File: config.mk
export PLATFORM = sky130hd
export DESIGN_NAME = two_button_debounce_press_classifier
export DESIGN_NICKNAME = d
export VERILOG_FILES = /design/src/rtl/tbdpc_pkg.sv /design/src/rtl/tbdpc_button.sv /design/src/rtl/two_button_debounce_press_classifier.sv
export SDC_FILE = /design/constraint.sdc
export NUM_CORES = 1
export LEC_CHECK = 0
export BUFFER_PORTS_ARGS = -buffer_cell sky130_fd_sc_hd__buf_2
export CORE_MARGIN = 1
export CORE_UTILIZATION = 30
export CTS_BUF_LIST = sky130_fd_sc_hd__clkbuf_8
export DETAILED_ROUTE_END_ITERATION = 8
export GPL_TIMING_DRIVEN = 0
export PLACE_DENSITY = 0.5
export SLEW_MARGIN = 25
export SYNTH_ARGS = -nofsm -noshare
export SYNTH_HDL_FRONTEND = slang
export SYNTH_SLANG_ARGS = --single-unit
File: constraint.sdc
create_clock -name i_clk -period 7.8 [get_ports i_clk]
set_input_delay 2.34 -clock i_clk [delete_from_list [all_inputs] [get_ports i_clk]]
set_output_delay 2.34 -clock i_clk [all_outputs]
set_load 0.005 [all_outputs]
File: src/rtl/tbdpc_pkg.sv
`timescale 1ns / 1ps
// ----------------------------------------------------------------------------
// tbdpc_pkg: shared types and constants of the two-button press classifier
// Counter sizing, configuration register indexes and reset values, the event
// codes and the configuration bundle used by the top level and button units.
// ----------------------------------------------------------------------------
package tbdpc_pkg;

    // Stable-time and held-time counter width (saturating)
    localparam int CNT_BITS = 16;
    localparam logic [CNT_BITS-1:0] CNT_MAX = {CNT_BITS{1'b1}};

    // Threshold fields are 16 bits wide; compares run at the wider of the two
    localparam int THR_BITS = 16;
    localparam int CMP_W    = (CNT_BITS > THR_BITS) ? CNT_BITS : THR_BITS;

    // Configuration port
    localparam int CFG_IDX_W  = 3;
    localparam int CFG_DATA_W = 16;

    typedef enum logic [CFG_IDX_W-1:0] {
        CFG_ENABLE     = 3'd0,
        CFG_PRESSED_LV = 3'd1,
        CFG_DEBOUNCE   = 3'd2,
        CFG_LONG_MS    = 3'd3,
        CFG_FACTORY_MS = 3'd4
    } t_cfg_idx;

    localparam logic                RST_ENABLE     = 1'b1;
    localparam logic                RST_PRESSED_LV = 1'b0;
    localparam logic [7:0]          RST_DEBOUNCE   = 8'd50;
    localparam logic [THR_BITS-1:0] RST_LONG_MS    = 16'd1000;
    localparam logic [THR_BITS-1:0] RST_FACTORY_MS = 16'd10000;

    // Per-button event codes
    typedef enum logic [1:0] {
        EV_NONE    = 2'd0,
        EV_SHORT   = 2'd1,
        EV_LONG    = 2'd2,
        EV_FACTORY = 2'd3
    } t_event;

    // Live configuration seen by both button units
    typedef struct packed {
        logic                enable;
        logic                pressed_level;
        logic [7:0]          debounce_ms;
        logic [THR_BITS-1:0] long_press_ms;
        logic [THR_BITS-1:0] factory_reset_ms;
    } t_cfg;

    // Saturating increment
    function automatic logic [CNT_BITS-1:0] sat_inc(input logic [CNT_BITS-1:0] v);
        return (v == CNT_MAX) ? v : v + CNT_BITS'(1);
    endfunction

endpackage

File: src/rtl/tbdpc_button.sv
`timescale 1ns / 1ps
// ----------------------------------------------------------------------------
// tbdpc_button: debounce and press timing for one button
// Holds the raw history, debounced level, stable and held counters and the
// reported flags. Computes this tick's event and the debounced pressed status
// in one pass; state advances only on an enabled accepted item.
// ----------------------------------------------------------------------------
module tbdpc_button (
    input  logic              i_clk,
    input  logic              i_rst_n,
    input  logic              i_step,        // accepted item while enabled
    input  logic              i_raw,
    input  logic              i_factory_en,  // tie high for the mode button
    input  tbdpc_pkg::t_cfg   i_cfg,
    output tbdpc_pkg::t_event o_event,
    output logic              o_pressed      // status after this item
);
    import tbdpc_pkg::*;

    logic                r_prev_raw, n_prev_raw;
    logic                r_level,    n_level;
    logic [CNT_BITS-1:0] r_stable,   n_stable;
    logic [CNT_BITS-1:0] r_held,     n_held;
    logic                r_long,     n_long;
    logic                r_fac,      n_fac;

    logic                was_pressed;
    logic                now_pressed;
    logic                edge_det;
    logic                lvl_new;
    logic [CNT_BITS-1:0] held_inc;
    logic [CNT_BITS-1:0] stable_new;
    logic [CMP_W-1:0]    held_inc_w;
    logic [CMP_W-1:0]    held_w;
    logic [CMP_W-1:0]    long_w;
    logic [CMP_W-1:0]    fac_w;
    logic                fac_seen;
    t_event              ev;

    // Tick update, in the order: held count, stable count, edge, flags, checks
    always_comb begin
        was_pressed = (r_level == i_cfg.pressed_level);
        held_inc    = was_pressed ? sat_inc(r_held) : r_held;
        stable_new  = (i_raw != r_prev_raw) ? '0 : sat_inc(r_stable);
        edge_det    = (CMP_W'(stable_new) > CMP_W'(i_cfg.debounce_ms))
                      && (i_raw != r_level);
        lvl_new     = edge_det ? i_raw : r_level;
        now_pressed = (lvl_new == i_cfg.pressed_level);
        held_inc_w  = CMP_W'(held_inc);
        long_w      = CMP_W'(i_cfg.long_press_ms);
        fac_w       = CMP_W'(i_cfg.factory_reset_ms);
        fac_seen    = i_factory_en && r_fac;

        ev          = EV_NONE;
        n_held      = held_inc;
        n_long      = r_long;
        n_fac       = r_fac;

        // Release edge may give a short press; any edge restarts the press
        if (edge_det) begin
            if (!now_pressed && !r_long && !fac_seen && (held_inc_w < long_w)) begin
                ev = EV_SHORT;
            end
            n_held = '0;
            n_long = 1'b0;
            n_fac  = 1'b0;
        end

        held_w = CMP_W'(n_held);

        // Factory reset has priority; a due long press waits one tick
        if (now_pressed) begin
            if (i_factory_en && !n_fac && (held_w >= fac_w)) begin
                n_fac = 1'b1;
                ev    = EV_FACTORY;
            end else if (!n_long && (held_w >= long_w)) begin
                n_long = 1'b1;
                ev     = EV_LONG;
            end
        end

        n_prev_raw = i_raw;
        n_level    = lvl_new;
        n_stable   = stable_new;
    end

    assign o_event   = i_step ? ev : EV_NONE;
    assign o_pressed = (i_step ? lvl_new : r_level) == i_cfg.pressed_level;

    // Button state; released level (under reset polarity) after reset
    always_ff @(posedge i_clk) begin
        if (!i_rst_n) begin
            r_prev_raw <= ~RST_PRESSED_LV;
            r_level    <= ~RST_PRESSED_LV;
            r_stable   <= '0;
            r_held     <= '0;
            r_long     <= 1'b0;
            r_fac      <= 1'b0;
        end else if (i_step) begin
            r_prev_raw <= n_prev_raw;
            r_level    <= n_level;
            r_stable   <= n_stable;
            r_held     <= n_held;
            r_long     <= n_long;
            r_fac      <= n_fac;
        end
    end

    // A level change only follows a run of stable ticks past the debounce time
    a_level_change_debounced: assert property (
        @(posedge i_clk) disable iff (!i_rst_n)
        (i_step && (n_level != r_level)) |-> (CMP_W'(n_stable) > CMP_W'(i_cfg.debounce_ms))
    ) else $error("debounced level changed before the stable time elapsed");

    // Every edge restarts press timing
    a_edge_clears_held: assert property (
        @(posedge i_clk) disable iff (!i_rst_n)
        (i_step && edge_det) |=> (r_held == '0)
    ) else $error("held counter not cleared on a debounced edge");

    // Long events set their flag
    a_long_sets_flag: assert property (
        @(posedge i_clk) disable iff (!i_rst_n)
        (o_event == EV_LONG) |=> r_long
    ) else $error("long press reported without setting its flag");

endmodule

File: src/rtl/two_button_debounce_press_classifier.sv
`timescale 1ns / 1ps
// ----------------------------------------------------------------------------
// two_button_debounce_press_classifier: debounce and press classifier
// Each item is one 1 ms tick with the raw levels of the mode and set buttons.
// Each tick produces one result: an event per button and the debounced
// pressed status of both.
// ----------------------------------------------------------------------------
// Usage: one result per accepted tick item, registered and available in the
// cycle after the item is accepted. o_in_ready is high whenever the result
// register is empty or is being taken in the same cycle, so the block takes
// one item per clock while results are taken; the sustained rate is set by
// the single result register. Both buttons are updated in parallel by short
// counter and compare logic. Configuration writes are always accepted
// (o_cfg_ready is tied high) and should be made only when no result is
// pending. Unknown register indexes are ignored.
// ----------------------------------------------------------------------------
module two_button_debounce_press_classifier (
    input  logic                                 i_clk,
    input  logic                                 i_rst_n,
    // tick items
    input  logic                                 i_in_valid,
    output logic                                 o_in_ready,
    input  logic                                 i_mode_raw,
    input  logic                                 i_set_raw,
    // results
    output logic                                 o_out_valid,
    input  logic                                 i_out_ready,
    output logic [1:0]                           o_mode_event,
    output logic [1:0]                           o_set_event,
    output logic                                 o_mode_pressed,
    output logic                                 o_set_pressed,
    // configuration writes
    input  logic                                 i_cfg_valid,
    output logic                                 o_cfg_ready,
    input  logic [tbdpc_pkg::CFG_IDX_W-1:0]      i_cfg_index,
    input  logic [tbdpc_pkg::CFG_DATA_W-1:0]     i_cfg_data
);
    import tbdpc_pkg::*;

    t_cfg   r_cfg;
    logic   r_out_valid;
    t_event r_mode_event;
    t_event r_set_event;
    logic   r_mode_pressed;
    logic   r_set_pressed;

    logic   in_acc;
    logic   step;
    t_event mode_ev;
    t_event set_ev;
    logic   mode_pr;
    logic   set_pr;

    assign o_cfg_ready = 1'b1;
    assign o_in_ready  = !r_out_valid || i_out_ready;
    assign in_acc      = i_in_valid && o_in_ready;
    assign step        = in_acc && r_cfg.enable;

    // Configuration registers
    always_ff @(posedge i_clk) begin
        if (!i_rst_n) begin
            r_cfg.enable           <= RST_ENABLE;
            r_cfg.pressed_level    <= RST_PRESSED_LV;
            r_cfg.debounce_ms      <= RST_DEBOUNCE;
            r_cfg.long_press_ms    <= RST_LONG_MS;
            r_cfg.factory_reset_ms <= RST_FACTORY_MS;
        end else if (i_cfg_valid) begin
            case (i_cfg_index)
                CFG_ENABLE:     r_cfg.enable           <= i_cfg_data[0];
                CFG_PRESSED_LV: r_cfg.pressed_level    <= i_cfg_data[0];
                CFG_DEBOUNCE:   r_cfg.debounce_ms      <= i_cfg_data[7:0];
                CFG_LONG_MS:    r_cfg.long_press_ms    <= i_cfg_data[THR_BITS-1:0];
                CFG_FACTORY_MS: r_cfg.factory_reset_ms <= i_cfg_data[THR_BITS-1:0];
                default: ;
            endcase
        end
    end

    // Button units; only the mode button reports factory reset
    tbdpc_button u_mode (
        .i_clk        (i_clk),
        .i_rst_n      (i_rst_n),
        .i_step       (step),
        .i_raw        (i_mode_raw),
        .i_factory_en (1'b1),
        .i_cfg        (r_cfg),
        .o_event      (mode_ev),
        .o_pressed    (mode_pr)
    );

    tbdpc_button u_set (
        .i_clk        (i_clk),
        .i_rst_n      (i_rst_n),
        .i_step       (step),
        .i_raw        (i_set_raw),
        .i_factory_en (1'b0),
        .i_cfg        (r_cfg),
        .o_event      (set_ev),
        .o_pressed    (set_pr)
    );

    // Result register
    always_ff @(posedge i_clk) begin
        if (!i_rst_n) begin
            r_out_valid <= 1'b0;
        end else if (in_acc) begin
            r_out_valid <= 1'b1;
        end else if (i_out_ready) begin
            r_out_valid <= 1'b0;
        end
    end

    always_ff @(posedge i_clk) begin
        if (in_acc) begin
            r_mode_event   <= mode_ev;
            r_set_event    <= set_ev;
            r_mode_pressed <= mode_pr;
            r_set_pressed  <= set_pr;
        end
    end

    assign o_out_valid    = r_out_valid;
    assign o_mode_event   = r_mode_event;
    assign o_set_event    = r_set_event;
    assign o_mode_pressed = r_mode_pressed;
    assign o_set_pressed  = r_set_pressed;

    // A disabled tick yields no events
    a_disabled_quiet: assert property (
        @(posedge i_clk) disable iff (!i_rst_n)
        (in_acc && !r_cfg.enable) |=> (o_mode_event == EV_NONE && o_set_event == EV_NONE)
    ) else $error("event reported on a disabled tick");

    // The set button never reports factory reset
    a_set_no_factory: assert property (
        @(posedge i_clk) disable iff (!i_rst_n)
        o_out_valid |-> (o_set_event != EV_FACTORY)
    ) else $error("factory reset reported on the set button");

    // A short press comes with a release, long/factory while held
    a_mode_short_released: assert property (
        @(posedge i_clk) disable iff (!i_rst_n)
        (o_out_valid && o_mode_event == EV_SHORT) |-> !o_mode_pressed
    ) else $error("mode short press reported while still pressed");

    a_mode_hold_pressed: assert property (
        @(posedge i_clk) disable iff (!i_rst_n)
        (o_out_valid && (o_mode_event == EV_LONG || o_mode_event == EV_FACTORY))
            |-> o_mode_pressed
    ) else $error("mode long or factory event reported while released");

endmodule

Word-level counts from Yosys, hierarchy flattened
Cells that the tools add are included.
- register bits after elaboration: 120
- latch bits: 0
- RAM bits: 0
- bits in read-only memories: 0
- output and inout port bits: 9
- word-level logic and storage cells: 114
- memories kept: 0
- add/sub/neg operators: 4
- multiply operators: 0
- div/mod/pow operators: 0
- $lt $le $gt $ge: 7
- eq/ne operators: 18
- shifts and indexed selects: 0
- mux-type cells: 35
- bitwise operators: 0
- reductions and logical operators: 29
- operator list (cell ; number):
    two-way mux 16 bit ; 10
    adder 16 x 1 -> 16 bit (second input constant) ; 4
    equality test 16 bit (second input constant) ; 4
    greater-or-equal comparator 16 bit ; 3
    > comparator 16 x 8 -> 1 bit ; 2
    less-than comparator 16 bit ; 2
    two-way mux 1 bit ; 18
    two-way mux 2 bit ; 7
    logical AND 1 bit ; 12
    AND reduction 2 bit ; 5
    zero test 1 bit ; 9
    equality test 1 bit ; 6
    equality test 3 x 2 -> 1 bit (second input constant) ; 2
    inequality test 1 bit ; 4
    equality test 3 x 1 -> 1 bit (second input constant) ; 1
    equality test 3 bit (second input constant) ; 1
    zero test 3 bit ; 1
    nonzero test 2 bit ; 1
    logical OR 1 bit ; 1

Longest topological paths before layout
Gate-level depths: netlist of the first run.
- depth after elaboration: 16
- depth in mapped cells: 27
- gate-level depth less buffers: 25

Modules after synthesis
A second synthesis of the first run with hierarchy kept.
- cell total of the unflattened synthesis: 1150
- area total of the unflattened synthesis: 9481.6 µm²
- modules (own cells, without submodules) (module ; times used ; cells an instance ; area each (µm²) ; seq. area each (µm²)):
    tbdpc_button (u_set) ; 1 ; 486 ; 3769.9 ; 720.7
    tbdpc_button (u_mode) ; 1 ; 481 ; 3752.3 ; 720.7
    two_button_debounce_press_classifier ; 1 ; 183 ; 1959.4 ; 1041.0

Worst setup path after synthesis of the first run
OpenSTA, ideal clock, no wires.
- path kind: in2reg
- start point: input i_mode_raw
- end point: register u_mode.r_long
- setup time: 59 ps
- arrival time: 6674 ps
- required time: 7741 ps
- path slack: 1066 ps
- cell stages on the path: 22
- path buffers: 3
- path through: clkbuf_1 > xor2_1 > clkbuf_1 > nor2_1 > ha_1 > and3_1 > or3b_2 > a22oi_1 > nand2_1 > a21oi_1 > a211o_1 > buf_6 > and2_1 > ha_1 > a21o_1 > a21o_1 > a21oi_1 > nor2_1 > a211oi_1 > a22oi_4 > o41ai_1 > and2_1
- word-level cells in the longest chain between the ends: 10
- elaborated cells on any way between the ends: 19
- those cells by class: order compare (3); eq/ne (3); mux (8); reduce/logical (5)
- ends and longest elaborated chain (element ; line ; text):
    from (decl) ; two_button_debounce_press_classifier.sv:23 ; input logic i_mode_raw,
    inequality test 1 bit (*) ; tbdpc_button.sv:44 ; stable_new = (i_raw != r_prev_raw) ? '0 : sat_inc(r_stable);
    two-way mux 16 bit (*) ; tbdpc_button.sv:44 ;
    net u_mode.n_stable[3] ; tbdpc_button.sv:22 ; logic [CNT_BITS-1:0] r_stable, n_stable;
    > comparator 16 x 8 -> 1 bit (*) ; tbdpc_button.sv:45 ; edge_det = (CMP_W'(stable_new) > CMP_W'(i_cfg.debounce_ms))
    logical AND 1 bit (*) ; tbdpc_button.sv:46 ; && (i_raw != r_level);
    two-way mux 16 bit (*) ; tbdpc_button.sv:60 ; if (edge_det) begin
    net u_mode.held_w[9] ; tbdpc_button.sv:34 ; logic [CMP_W-1:0] held_w;
    greater-or-equal comparator 16 bit ; tbdpc_button.sv:76 ; end else if (!n_long && (held_w >= long_w)) begin
    logical AND 1 bit ; tbdpc_button.sv:76 ;
    two-way mux 1 bit ; tbdpc_button.sv:76 ;
    two-way mux 1 bit (*) ; tbdpc_button.sv:73 ; if (i_factory_en && !n_fac && (held_w >= fac_w)) begin
    two-way mux 1 bit (*) ; tbdpc_button.sv:72 ; if (now_pressed) begin
    to (signal assigned) ; tbdpc_button.sv:104 ; r_long <= n_long;
    to (decl) ; tbdpc_button.sv:24 ; logic r_long, n_long;
Mark *: on every way through the listed nets, which the timed path passes. The rest lies on a longest branch.
A chain may end at the register's enable or synchronous reset.

Worst setup path in the final report of the first run
- start point: input i_mode_raw
- end point: register r_mode_event[0] (netlist: o_mode_event[0]) (data pin)
- word-level cells in the longest chain between the ends: 15
- elaborated cells on any way between the ends: 25
- those cells by class: order compare (3); eq/ne (3); mux (10); reduce/logical (9)
- ends and longest elaborated chain (element ; line ; text):
    inequality test 1 bit (*) ; tbdpc_button.sv:44 ;
    two-way mux 16 bit (*) ; tbdpc_button.sv:44 ;
    net u_mode.n_stable[3] ; tbdpc_button.sv:22 ;
    > comparator 16 x 8 -> 1 bit (*) ; tbdpc_button.sv:45 ;
    logical AND 1 bit (*) ; tbdpc_button.sv:46 ;
    parallel branches: the longest is 10 deep, another holds greater-or-equal comparator 16 bit ; -- ;
    two-way mux 2 bit (*) ; tbdpc_button.sv:72 ;
    to (signal assigned) ; two_button_debounce_press_classifier.sv:115 ; r_mode_event <= mode_ev;
    to (decl) ; two_button_debounce_press_classifier.sv:42 ; t_event r_mode_event;
Mark *: on every way through the listed nets, which the timed path passes.

==> impl.org, run 1 <==
** Route
- The first detailed-routing pass ran for 6 iterations.
- After detailed routing, the total wire length is 26.7 mm.
- DRT iter0 DRCs :: 485
- Vias after detailed routing :: 7968
- In the final routed layout, each cell accounts on average for 17.1 um.
- Once detail routing completed, the nets flagged for antenna violations numbered 0.
- Routed vias/inst :: 5.10
- Remaining design rule violation count :: 0

** Floorplanning
- X dimension of the die :: 175 um
- Number of rows created at floorplan :: 62
- The region available for standard cell placement spans 29000 um2.
- Initial core utilization :: 30.8%
- Die area :: 30500 um2
- Die span in y :: 175 um
- I/O pin cnt :: 35

** Outcome
- The run finished with clean final reports.

** Synth
- Averaged over all synthesized cells, the footprint is 8.00 um2.
- The netlist uses 78 different library cells.
- Count of warnings emitted by yosys :: 0
- The synthesized netlist occupies a cell area of 8930 um2.
- Flops & latches, synth :: 120
- Fraction of the yosys area taken by sequential cells :: 27.6%
- Top flip-flop cell by instance count after synthesis :: sky130_fd_sc_hd__dfxtp_1
- For this run, asynchronously set or reset flops after synthesis account for 0%.
- Number of synthesized flops with an enable pin :: 6
- Number of cells produced by synthesis :: 1117
- Mapped Nets :: 1241

** Timing
- Based on the critical path, the design can be clocked at up to 136 MHz.
- Between clock sinks in the finished design, the worst skew comes to 0.0149 ns.
- For the final routed database, the setup TNS stands at 0 ns.
- In this run the tightest slew margin relative to its limit is 36.5%.
- For the pin with the worst max-slew slack, the measured transition is 0.947 ns.
- The number of pins exceeding their max-slew limit in the final report is 0.
- Setup violations remaining at the end of the flow were counted as 0.
- RSZ-0062 raised after global routing :: no
- Of the available clock period, the critical path in the final layout requires 94.0%.
- Hold Vio Cnt, Final :: 0
- Min cycle time layout :: 7.33 ns

** Clocking
- The H-tree generated during clock tree synthesis spans 4 levels.
- Setup bufs post-CTS :: 0
- Later-pin clock latency in the skew report :: 0.45 ns
- The tree is rooted in a sky130_fd_sc_hd__clkbuf_8.
- Clock slew at the register clock pins of the worst setup and hold paths :: 0.09 ns
- For this design, the sink count on the clock tree is 120.
- The longest clock path from root to sink contains 2 buffers.
- TritonCTS created 17 clock buffers.
- TritonCTS built the clock tree.

** Power and ir drop
- P per Cell Area :: 145 nW/um2
- In this run the static leakage power is 4.08 nW.
- The worst-case IR drop observed on VDD is 0.0814 mV.
- Overall Power :: 0.00146 W

** Placement
- After detailed placement, the design holds a cell count of 1531.
- Routability Congestion :: 0.831
- The wire-length estimate of the detail-placed layout is 20.7 mm.
- In this run the tool buffered the top-level ports with 30 buffer cells.

** Worst hold path
- The worst hold path terminates at r_cfg[12].
- Source of the worst hold timing path :: r_cfg[12]
- Worst min-delay path category :: reg2reg
- Depth of the worst hold-timing path :: 2

** Layout
- Registers take 2460 um2.
- The count of cells in the finished layout, fillers not included, comes to 1563.
- Count of antenna diodes in the layout :: 0
- The library cells used most frequently in the layout, excluding fill and tap cells, are 193 x sky130_fd_sc_hd__nand2_1, 114 x sky130_fd_sc_hd__dfxtp_1, 98 x sky130_fd_sc_hd__ha_1, 64 x sky130_fd_sc_hd__a21boi_0, 57 x sky130_fd_sc_hd__nor2_1.
- The filler cells instantiated in the layout total 3141.
- In the final layout, the multi-input gates occupy 6010 um2.
- Fraction of layout instances using a drive strength above 1 :: 10.2%
- Relative to the synthesized area, the layout overhead comes to 12.5%.
- At the end of the flow, the number of nets in the layout was 1290.
- Most common cell after layout, fill and taps aside :: sky130_fd_sc_hd__nand2_1

** Global routing
- In the global route stage, overall resource usage came out at 18.0%.
- For met1 alone, demand over resource in global routing was 24.1%.
- Maximum number of pins on one net before global-route repair :: 17
- Global routing consumed, on the met2 layer, 29.8% of the routing resources.
- GR Layer Usage met3 :: 2.82%
- The first global-routing pass estimated 42.7 mm of wire.
- Number of global-route vias before repair :: 7700
- Summed over all layers, the global routing overflow is 0.
- Initial antenna violation count :: 0
- In this run the most used layer during global routing was met2.

** Setup path
- Maximum fanout along the worst path :: 10
- Startpoint Class :: primary input
- Arrival time of data at the critical path endpoint :: 7.60 ns
- Worst reg2reg path endpoint :: o_mode_event[0]
- Element type at the critical path end :: flop
- Critical path class :: in2reg
- Worst reg-to-reg setup slack :: 1.38 ns
- At the worst endpoint, the required time is 8.07 ns.
- Worst reg2reg path startpoint :: u_mode.r_stable[3]
- For the worst flop-to-flop path, the logic depth is 27.

** Run
- Max Cap Viol :: 0
==> power breakdown <==
part | leakage [nW] | switching [W] | total, W | internal, W
Sequential | 0.983 | 0.00000545 | 0.000632 | 0.000626
Combinational | 2.86 | 0.0000912 | 0.000132 | 0.0000407
Clock | 0.238 | 0.000296 | 0.000698 | 0.000402
==> worst max-delay path, cell delays in order <==
cell and delay [ns]:
sky130_fd_sc_hd__clkbuf_1 0.29, sky130_fd_sc_hd__xor2_1 0.45, sky130_fd_sc_hd__clkbuf_2 0.34, sky130_fd_sc_hd__nor2_1 0.11, sky130_fd_sc_hd__ha_1 0.30, sky130_fd_sc_hd__and3_1 0.20
sky130_fd_sc_hd__or3b_2 0.44, sky130_fd_sc_hd__a22oi_1 0.33, sky130_fd_sc_hd__nand2_1 0.09, sky130_fd_sc_hd__a21oi_1 0.22, sky130_fd_sc_hd__a211o_1 0.20, sky130_fd_sc_hd__clkbuf_2 0.24
sky130_fd_sc_hd__nand2_1 0.12, sky130_fd_sc_hd__ha_1 0.28, sky130_fd_sc_hd__nand2b_1 0.09, sky130_fd_sc_hd__a21o_1 0.10, sky130_fd_sc_hd__a21oi_1 0.06, sky130_fd_sc_hd__o21ai_0 0.20
sky130_fd_sc_hd__a311oi_1 0.13, sky130_fd_sc_hd__or4_1 0.53, sky130_fd_sc_hd__a22oi_4 0.20, sky130_fd_sc_hd__nand2b_1 0.10, sky130_fd_sc_hd__a21oi_1 0.24
==> layer usage <==
metal | wire length (um) | up-vias
met3 | 774 | 24
met5 | 0 | -
li1 | - | 4077
met1 | 13000 | 3757
met2 | 12400 | 110
met4 | 449 | 0
==> timing repair <==
| item | 4_1_cts | 5_1_grt |
|---|---|---|
| hold buffers | 0 | 0 |
| resized for setup | 0 | 3 |
| setup endpoints to repair | 0 | 3 |
==> kinds of logic (layout without fill, tap and decap cells) <==
group	after synthesis	after routing	share of synthesized area [%]
adders and majority gates	98	98	13.7
xor gates and xnor gates	46	46	4.51
DFF	120	120	27.6
muxes	15	15	1.79
other	1	1	0.0420
buffers and inverters	113	175	5.28
AOI/OAI and AO/OA	261	261	20.5
and+or+nand+nor	463	463	26.6
==> sequential cells by signal, indices dropped and copies added (netlist names), 2 cells and up <==
name             count
r_cfg               42
u_mode.r_held       16
u_mode.r_stable     16
u_set.r_held        16
u_set.r_stable      16
o_mode_event         2
o_set_event          2
==> stage by stage <==
step	hold WS [ns]	instance area [um2]	setup WS, ns	util (%)
2_1_floorplan	0.443	8930	1.07	-
3_3_place_gp	0.453	9560	-0.244	33.0
3_5_place_dp	0.459	9560	-0.183	33.0
4_1_cts	0.470	10000	0.265	34.6
5_1_grt	0.489	10100	0.128	34.6
6_report	0.467	10100	0.466	34.6
==> Yosys cell counts (4+ instances only) <==
cell	number	share of area, %
sky130_fd_sc_hd__inv_1	53	2.2
sky130_fd_sc_hd__a21o_1	25	2.1
sky130_fd_sc_hd__o211ai_1	17	1.4
sky130_fd_sc_hd__o21a_1	7	0.59
sky130_fd_sc_hd__edfxtp_1	6	2.0
sky130_fd_sc_hd__xnor2_1	28	2.7
sky130_fd_sc_hd__a21boi_0	64	5.4
sky130_fd_sc_hd__a21oi_1	52	2.9
sky130_fd_sc_hd__a21boi_1	8	0.67
sky130_fd_sc_hd__a31oi_1	9	0.63
sky130_fd_sc_hd__and4_1	7	0.69
sky130_fd_sc_hd__buf_4	4	0.34
sky130_fd_sc_hd__o221ai_1	4	0.39
sky130_fd_sc_hd__nand2_1	193	8.1
sky130_fd_sc_hd__clkbuf_1	41	1.7
sky130_fd_sc_hd__and2_1	22	1.5
sky130_fd_sc_hd__nor2b_1	20	1.4
sky130_fd_sc_hd__and3_1	14	0.98
sky130_fd_sc_hd__nand4_1	36	2.5
sky130_fd_sc_hd__nor2_1	57	2.4
sky130_fd_sc_hd__buf_1	4	0.17
sky130_fd_sc_hd__nor2b_4	4	0.62
sky130_fd_sc_hd__o21ai_0	33	1.8
sky130_fd_sc_hd__mux2_2	4	0.50
sky130_fd_sc_hd__ha_1	98	14
sky130_fd_sc_hd__nand2b_1	13	0.91
sky130_fd_sc_hd__a211oi_1	8	0.67
sky130_fd_sc_hd__nor4_1	10	0.70
sky130_fd_sc_hd__mux2i_1	10	1.1
sky130_fd_sc_hd__dfxtp_1	114	26
sky130_fd_sc_hd__nor2b_2	7	0.69
sky130_fd_sc_hd__nor3_1	19	1.1
sky130_fd_sc_hd__buf_2	5	0.28
sky130_fd_sc_hd__nand3_1	35	2.0
sky130_fd_sc_hd__xor2_1	18	1.8
==> worst max-delay path by stage <==
stage | endpoint | start | slack [ns]
6_report | o_mode_event[0] | i_mode_raw | 0.47
5_1_grt | o_mode_event[0] | i_mode_raw | 0.13
4_1_cts | u_mode.r_long | i_mode_raw | 0.26
3_5_place_dp | u_mode.r_long | i_mode_raw | -0.18
3_3_place_gp | o_mode_event[0] | i_mode_raw | -0.24
2_1_floorplan | u_mode.r_long | i_mode_raw | 1.07
==> area by class of cell <==
class / instances / area share [%]
clock inverter: 13 / 2.14
clock buffer: 19 / 2.60
timing repair buffer: 30 / 1.49
multi-input combinational: 884 / 59.8
tap: 384 / 4.78
sequential: 120 / 24.5
buffer: 60 / 2.73
inverter: 53 / 1.98
(Power assumes the default switching activity.)
==> run 2: changes to the inputs <==
Settings changed: CORE_MARGIN 1 to 8, RECOVER_POWER set to 25.
==> impl.org, run 2 (synthesis gave the netlist of run 1 again) <==
** Route
- Vias after detailed routing :: 7980 (+0.15%)
- The post-detailed-route count of antenna-violating nets is 0 (unchanged).
- DRT iter0 DRCs :: 501 (+3.3%)
- Remaining design rule violation count :: 0 (unchanged)
- Routed wire length :: 27.0 mm (+1.3%)
- Routed vias/inst :: 5.09 (-0.23%)
- The detailed-router iteration count before antenna repair was 7 (+1).
- The final routed wire length divided by cell count was 17.2 um (+0.92%).

** Layout
- Synthesis-to-layout area growth :: 11.6%
- The cell area after layout is 9970 um2 (-0.86%).
- The top cell types in the final layout, fill and taps aside, are 193 x sky130_fd_sc_hd__nand2_1, 114 x sky130_fd_sc_hd__dfxtp_1, 98 x sky130_fd_sc_hd__ha_1, 64 x sky130_fd_sc_hd__a21boi_0, 57 x sky130_fd_sc_hd__nor2_1.
- Fraction of layout instances using a drive strength above 1 :: 9.58% (-0.59 points)
- Flip-flop count of the largest register, all copies and words added :: 42 (unchanged)
- The antenna diode count was 0 (unchanged).
- The number of fillers in the final layout came to 3198 (+1.8%).
- The number of nets in the finished design came to 1290 (unchanged).
- Leaving out fill and tap cells, the most frequent cell in the layout is sky130_fd_sc_hd__nand2_1.
- The final cell utilization of the core came to 33.8% (-0.84 points).
- Top register by number of flip-flops :: r_cfg

** Global routing
- The leftover overflow at the end of global routing is 0 (unchanged).
- The global-route wire length before repair is 42.9 mm (+0.61%).
- Global Route Usage Sum :: 15.2% (-2.8 points)
- Number of global-route vias before repair :: 7691 (-0.12%)
- Initial antenna violation count :: 1 (+1)
- The maximum number of pins on one net before global-route repair was 17 (unchanged).

** Setup path
- Walking the worst path, the cells encountered are clkbuf_1, xor2_1, clkbuf_2, nor2_1, ha_1, and3_1, or3b_2, a22oi_1, nand2_1, a21oi_1, a211o_1, clkbuf_2, nand2_1, ha_1, nand2b_1, a21o_1, a21oi_1, o21ai_0, a311oi_1, or4_1, a22oi_4, nand2b_1, a21oi_1.
- Stage delay of the slowest cell on the critical path :: 0.54 ns (about the same)
- Critical path class :: in2reg
- Element type at the critical path end :: flop
- In this run the worst setup path begins at i_mode_raw.
- Critical path endpoint :: o_mode_event[0]
- The endpoint identified for the worst register-to-register timing path is o_mode_event[0].
- Arrival time of data at the critical path endpoint :: 7.58 ns (-0.02 ns)
- The worst register-to-register path begins at u_mode.r_stable[4].
- The largest driver fanout on the critical path came to 10 (unchanged).
- The critical path depth in cells was 23 (unchanged).
- The worst-case reg-to-reg path depth came to 26 (-3.7%).
- The kind of cell with the highest combined delay along the critical path is simple AND/OR/NAND/NOR gates.
- Startpoint Class :: primary input
- Worst path bufs/invs :: 3 (unchanged)
- Required time of the critical path :: 8.06 ns (about the same)
- The reg-to-reg setup timing slack was 1.07 ns (-0.31 ns).
- Library cell contributing the largest single delay on the critical path :: sky130_fd_sc_hd__or4_1
- Most common cell on crit path :: sky130_fd_sc_hd__a21oi_1

** Timing
- Peak clock frequency supported by timing :: 137 MHz (+0.19%)
- The ratio of final minimum period to clock period is 93.9% (-0.18 points).
- The number of failing setup endpoints in the final timing report came to 0 (unchanged).
- The least setup slack across all paths after layout came to 0.479 ns (+0.0136 ns).
- Max-slew headroom at the worst pin :: 30.3% (-6.2 points)
- Hold Vio Cnt, Final :: 0 (unchanged)
- The number of pins exceeding their max-slew limit in the final report came to 0 (unchanged).
- The final critical-path required period was 7.32 ns (-0.0137 ns).
- Setup repair after global routing left no endpoint under its margin.
- The worst hold margin came to 0.465 ns (-0.00241 ns).
- The setup skew after layout came to 0.0131 ns (-0.00182 ns).
- The transition time at the pin with the least slew margin was 1.04 ns (+0.0926 ns).

** Run
- The count of max-cap constraint violations was 0 (unchanged).

** Clocking
- TritonCTS clock tree :: done
- The CTS clock-pin slew for the worst setup and hold paths came to 0.09 ns (about the same).
- Later-pin clock latency in the skew report :: 0.46 ns (about the same)
- The sink count of the clock tree was 120 (unchanged).
- In this run the clock root is driven by a sky130_fd_sc_hd__clkbuf_8.
- The maximum clock path buffer count was 2 (unchanged).
- TritonCTS buffer count :: 17 (unchanged)
- # H-tree levels :: 4 (unchanged)

** Floorplanning
- Initial core utilization :: 30.3% (-0.49 points)
- Core region area :: 29500 um2 (+1.6%)
- I/O pin cnt :: 35 (unchanged)
- The number of cell rows was 63 (+1.6%).
- The vertical extent of the die was 189 um (+8.0%).
- Die area :: 35600 um2 (+17%)
- X dimension of the die :: 189 um (+8.0%)

** Placement
- The placement-stage worst setup slack was -0.152 ns (+0.0319 ns).
- The placed standard-cell area came to 9570 um2 (about the same).
- Routability Congestion :: 0.833 (+0.20%)
- The post-detailed-placement half-perimeter wirelength was 20.9 mm (+0.90%).
- The quantity of I/O buffers inserted on ports came to 30 (unchanged).

** Power and ir drop
- P per Cell Area :: 137 nW/um2 (-5.6%)
- The post-layout total power is 0.00137 W (-6.4%).
- Static power due to leakage :: 4.02 nW (-1.5%)
- The worst-case vdd ir drop came to 0.0857 mV (+5.3%).

** Worst hold path
- The min-delay analysis places its worst path in the category reg2reg.

** Outcome
- Outcome :: finished clean
-- run 2: cell count changes in the layout (fill, tap and decap cells not counted), moves of 2 or more --
cell | before | now
sky130_fd_sc_hd__buf_2 | 35 | 30
sky130_fd_sc_hd__bufinv_16 | 5 | 2
sky130_fd_sc_hd__clkbuf_1 | 40 | 45
sky130_fd_sc_hd__clkbuf_8 | 19 | 17
sky130_fd_sc_hd__clkinvlp_4 | 1 | 3
sky130_fd_sc_hd__inv_6 | 4 | 6
-- run 2: timing repair --
item                                    in CTS  in global routing
setup buffers                                0                  0
hold buffers                                 0                  0
endpoints found under the setup margin       0                  1
gates resized for setup                      0                  2
-- run 2: layer usage --
layer | track usage (%) | wire length, um | vias up
met2 | 25.5 | 12800 | 132
met1 | 19.9 | 12900 | 3759
met5 | 0 | 0 | -
li1 | - | - | 4071
met3 | 2.77 | 903 | 18
met4 | 3.82 | 394 | 0
-- run 2: where the power goes --
group          leakage, nW  total [W]  internal (W)  switching [W]
registers            0.983   0.000632      0.000626     0.00000543
logic                 2.84   0.000131     0.0000403      0.0000906
clock network        0.194   0.000606      0.000290       0.000316
total                 4.02    0.00137      0.000957       0.000412
-- run 2: tightest hold or removal path, cell delays in order (launching register included) --
cell and delay [ns]:
sky130_fd_sc_hd__dfxtp_1 0.32, sky130_fd_sc_hd__nand2_1 0.05, sky130_fd_sc_hd__a21boi_0 0.06
-- run 2: worst min-delay path by stage --
stage	from	to	slack [ns]	depth (start not counted)
after floorplan	r_cfg[15]	r_cfg[15]	0.44	2
after global placement	r_cfg[6]	r_cfg[6]	0.45	2
after detailed placement	r_cfg[29]	r_cfg[29]	0.46	2
after CTS	r_cfg[6]	r_cfg[6]	0.47	2
after global routing	r_cfg[3]	r_cfg[3]	0.49	2
final	r_cfg[29]	r_cfg[29]	0.46	2
-- run 2: layout make-up --
cell class                 count  area [um2]  area share, %
sequential                   120        2460           24.7
clock inverter                15         166           1.67
clock buffer                  17         234           2.35
tap                          390         488           4.90
inverter                      53         199           2.00
buffer                        60         274           2.75
timing repair buffer          30         144           1.44
multi-input combinational    884        6000           60.2
-- run 2: through the flow --
step	setup TNS (ns)	std cells
2_1_floorplan	0	1117
6_report	0	1569
3_5_place_dp	-0.318	1537
5_1_grt	0	1569
4_1_cts	0	1569
3_3_place_gp	-0.442	1537
==> run 3: changes to the inputs <==
Settings changed: SETUP_SLACK_MARGIN set to 0.5.
==> impl.org, run 3 (synthesis gave the netlist of run 1 again) <==
** Clocking
- The total clock buffers created by CTS came to 17 (unchanged).
- The worst-skew pair later-pin latency came to 0.46 ns (about the same).
- Number of buffers on the longest clock path :: 2 (unchanged)
- Clock root cell :: sky130_fd_sc_hd__clkbuf_8
- The CTS clock-pin slew for the worst setup and hold paths was 0.09 ns (about the same).
- Post-cts hold buffer count :: 0 (unchanged)
- CTS Sinks :: 120 (unchanged)
- TritonCTS built the clock tree.
- Setup bufs post-CTS :: 0 (unchanged)
- # H-tree levels :: 4 (unchanged)

** Timing
- Worst path setup slack after routing :: 0.853 ns (+0.374 ns)
- Max-slew headroom at the worst pin :: 30.2% (-0.052 points)
- The setup skew after layout came to 0.0136 ns (+0.000467 ns).
- Slew Viols, Final :: 0 (unchanged)
- The maximum frequency from static timing analysis came to 144 MHz (+5.4%).
- Hold Vio Cnt, Final :: 0 (unchanged)
- Actual slew at the worst max-slew pin :: 1.04 ns (+0.000777 ns)
- The ratio of final minimum period to clock period is 89.1% (-4.8 points).
- Min cycle time layout :: 6.95 ns (-0.374 ns)
- The number of failing setup endpoints in the final timing report came to 0 (unchanged).
- RSZ-0062 raised after global routing :: no

** Worst hold path
- For hold timing, the worst endpoint is r_cfg[29].
- Depth of the worst hold-timing path :: 2 (unchanged)
- The startpoint identified for the worst hold timing path is r_cfg[29].
- Worst min-delay path category :: reg2reg

** Floorplanning
- The effective utilization at floorplan was 30.3% (unchanged).
- X dimension of the die :: 189 um (unchanged)
- The area of the core is 29500 um2 (unchanged).
- The vertical extent of the die was 189 um (unchanged).
- The number of cell rows was 63 (unchanged).
- The die area was 35600 um2 (unchanged).
- I/O pin cnt :: 35 (unchanged)

** Power and ir drop
- Switching Fraction :: 30.2% (+0.13 points)
- Combinational fraction of design power :: 9.7% (about the same)
- The clock network fraction of total power was 44.3% (about the same).
- Total internal power :: 0.000958 W (about the same)
- The cell area power density is 137 nW/um2 (about the same).
- The static leakage power was 4.03 nW (+0.24%).
- Switching power :: 0.000414 W (+0.68%)
- The worst-case vdd ir drop came to 0.0863 mV (+0.73%).
- The sequential share of power came to 46.1% (about the same).

** Run
- Max Cap Viol :: 0 (unchanged)

** Layout
- The top cell types in the final layout, fill and taps aside, are 193 x sky130_fd_sc_hd__nand2_1, 114 x sky130_fd_sc_hd__dfxtp_1, 98 x sky130_fd_sc_hd__ha_1, 64 x sky130_fd_sc_hd__a21boi_0, 57 x sky130_fd_sc_hd__nor2_1.
- Final core utilization :: 33.9% (+0.076 points)
- The fraction of final layout cells sized beyond drive strength 1 is 10.0% (+0.42 points).
- The area growth from synthesis to layout is 11.8%.
- The number of nets in the finished design came to 1290 (unchanged).
- The cell area after layout came to 9990 um2 (+0.23%).
- The flip-flop count of the largest register after layout was 42 (unchanged).
- Number of filler instances in the final layout :: 3192 (-0.19%)
- Area taken by multi-input logic gates :: 6020 um2 (+0.33%)
- Most common cell after layout, fill and taps aside :: sky130_fd_sc_hd__nand2_1
- The flip-flop and latch area is 2460 um2 (unchanged).
- Final standard cell count with taps included and fillers excluded :: 1569 (unchanged)
- The antenna diode count came to 0 (unchanged).
- Top register by number of flip-flops :: r_cfg

** Global routing
- Maximum number of pins on one net before global-route repair :: 17 (unchanged)
- GR Layer Usage met3 :: 2.77% (unchanged)
- Busiest metal layer after global routing :: met2
- The met2 capacity usage during global routing came to 25.5% (unchanged).
- Initial antenna violation count :: 1 (unchanged)
- Global-route wire length before repair :: 43.0 mm (about the same)
- Global Route Usage Sum :: 15.2% (about the same)
- The via count of the first global-routing pass is 7690 (-0.013%).
- Met1 Track Usage GR :: 19.9% (about the same)
- The leftover overflow at the end of global routing came to 0 (unchanged).

** Route
- The final routed wirelength across all metal layers is 27.1 mm (+0.24%).
- Remaining design rule violation count :: 0 (unchanged)
- The vias per cell was 5.12 (+0.71%).
- Number of nets still failing antenna checks after routing :: 0 (unchanged)
- The number of vias after detailed routing is 8037 (+0.71%).
- The number of DRC markers after the initial detailed-route iteration was 462 (-7.8%).
- Number of search-and-repair iterations in the first detailed-routing pass :: 5 (-2)
- Routed wire length per instance :: 17.3 um (+0.24%)

** Setup path
- The data required time at the worst endpoint is 8.06 ns (about the same).
- The largest stage delay on the critical path was 0.54 ns (about the same).
- Number of cells on the worst reg-to-reg path :: 26 (unchanged)
- Walking the worst path, the cells encountered are clkbuf_2, xor2_2, buf_2, nor2_1, ha_1, and3_1, or3b_2, a22oi_2, nand2_1, a21oi_1, a211o_1, clkbuf_2, nand2_1, ha_1, nand2b_1, a21o_1, a21oi_1, o21ai_0, a311oi_1, or4_1, a22oi_4, nand2b_1, a21oi_1.
- Worst reg2reg path endpoint :: o_mode_event[0]
- The worst setup path is launched from a primary input.
- Worst reg2reg path startpoint :: u_mode.r_stable[4]
- Element type at the critical path end :: flop
- Most common cell on crit path :: sky130_fd_sc_hd__a21oi_1
- Critical path class :: in2reg
- Maximum fanout along the worst path :: 10 (unchanged)
- The signal arrival time at the worst endpoint was 7.21 ns (-0.37 ns).
- Worst reg-to-reg setup slack :: 1.15 ns (+0.08 ns)
- Among all stages on the critical path, the largest delay is contributed by sky130_fd_sc_hd__or4_1.

** Placement
- The number of placed instances with taps included was 1537 (unchanged).
- The placement-stage worst setup slack came to -0.152 ns (unchanged).
- Port Buffer Count :: 30 (unchanged)
- Detailed placer's ending HPWL :: 20.9 mm (unchanged)
- The global placement routability congestion was 0.833 (unchanged).
- The placed standard-cell area is 9570 um2 (unchanged).

** Outcome
- Outcome :: finished clean
==> run 3: repair_timing <==
item,4_1_cts,5_1_grt
pin swaps,0,0
setup endpoints to repair,3,6
resized for setup,2,7
==> run 3: per-stage QoR <==
step	power [W]	hold WS (ns)	setup TNS, ns
floorplan	0.000724	0.443	0
global placement	0.000778	0.452	-0.442
detailed placement	0.000779	0.458	-0.318
CTS	0.00139	0.471	0
global route	0.00143	0.486	0
finish	0.00137	0.465	0
==> run 3: layout make-up <==
class / count / area share (%)
sequential: 120 / 24.7
clock buffer: 17 / 2.34
multi-input combinational: 884 / 60.3
tap: 390 / 4.89
clock inverter: 15 / 1.67
buffer: 60 / 2.77
inverter: 53 / 1.99
timing repair buffer: 30 / 1.44
==> run 3: critical path, delay by kind of cell <==
kind                       cells  cell delay (ns)
xor gates and xnor gates       1             0.31
adders and majority gates      2             0.57
and+or+nand+nor                8             1.66
buffers and inverters          3             0.74
AOI/OAI and AO/OA              9             1.57
==> run 3: how the worst max path moves through the flow <==
| stage | endpoint | start | cells after the start | slack, ns |
|---|---|---|---|---|
| 2_1_floorplan | u_mode.r_long | i_mode_raw | 22 | 1.07 |
| 3_3_place_gp | o_mode_event[0] | i_mode_raw | 23 | -0.17 |
| 3_5_place_dp | o_mode_event[0] | i_mode_raw | 23 | -0.15 |
| 4_1_cts | o_set_event[1] | i_set_raw | 22 | 0.53 |
| 5_1_grt | o_mode_event[0] | i_mode_raw | 23 | 0.50 |
| 6_report | o_mode_event[0] | i_mode_raw | 23 | 0.85 |
==> run 3: power by group through the flow <==
stage	combinational, W	sequential (W)	clock, W
after floorplan	0.0000791	0.000645	0
after global placement	0.000132	0.000646	0
after detailed placement	0.000133	0.000647	0
after CTS	0.000134	0.000632	0.000623
after global routing	0.000147	0.000634	0.000647
final	0.000133	0.000632	0.000607
==> run 3: metal layers <==
metal | vias to the layer above | wire, um
met5 | - | 0
met4 | 0 | 408
met3 | 21 | 827
met2 | 142 | 12800
met1 | 3803 | 13100
li1 | 4071 | -
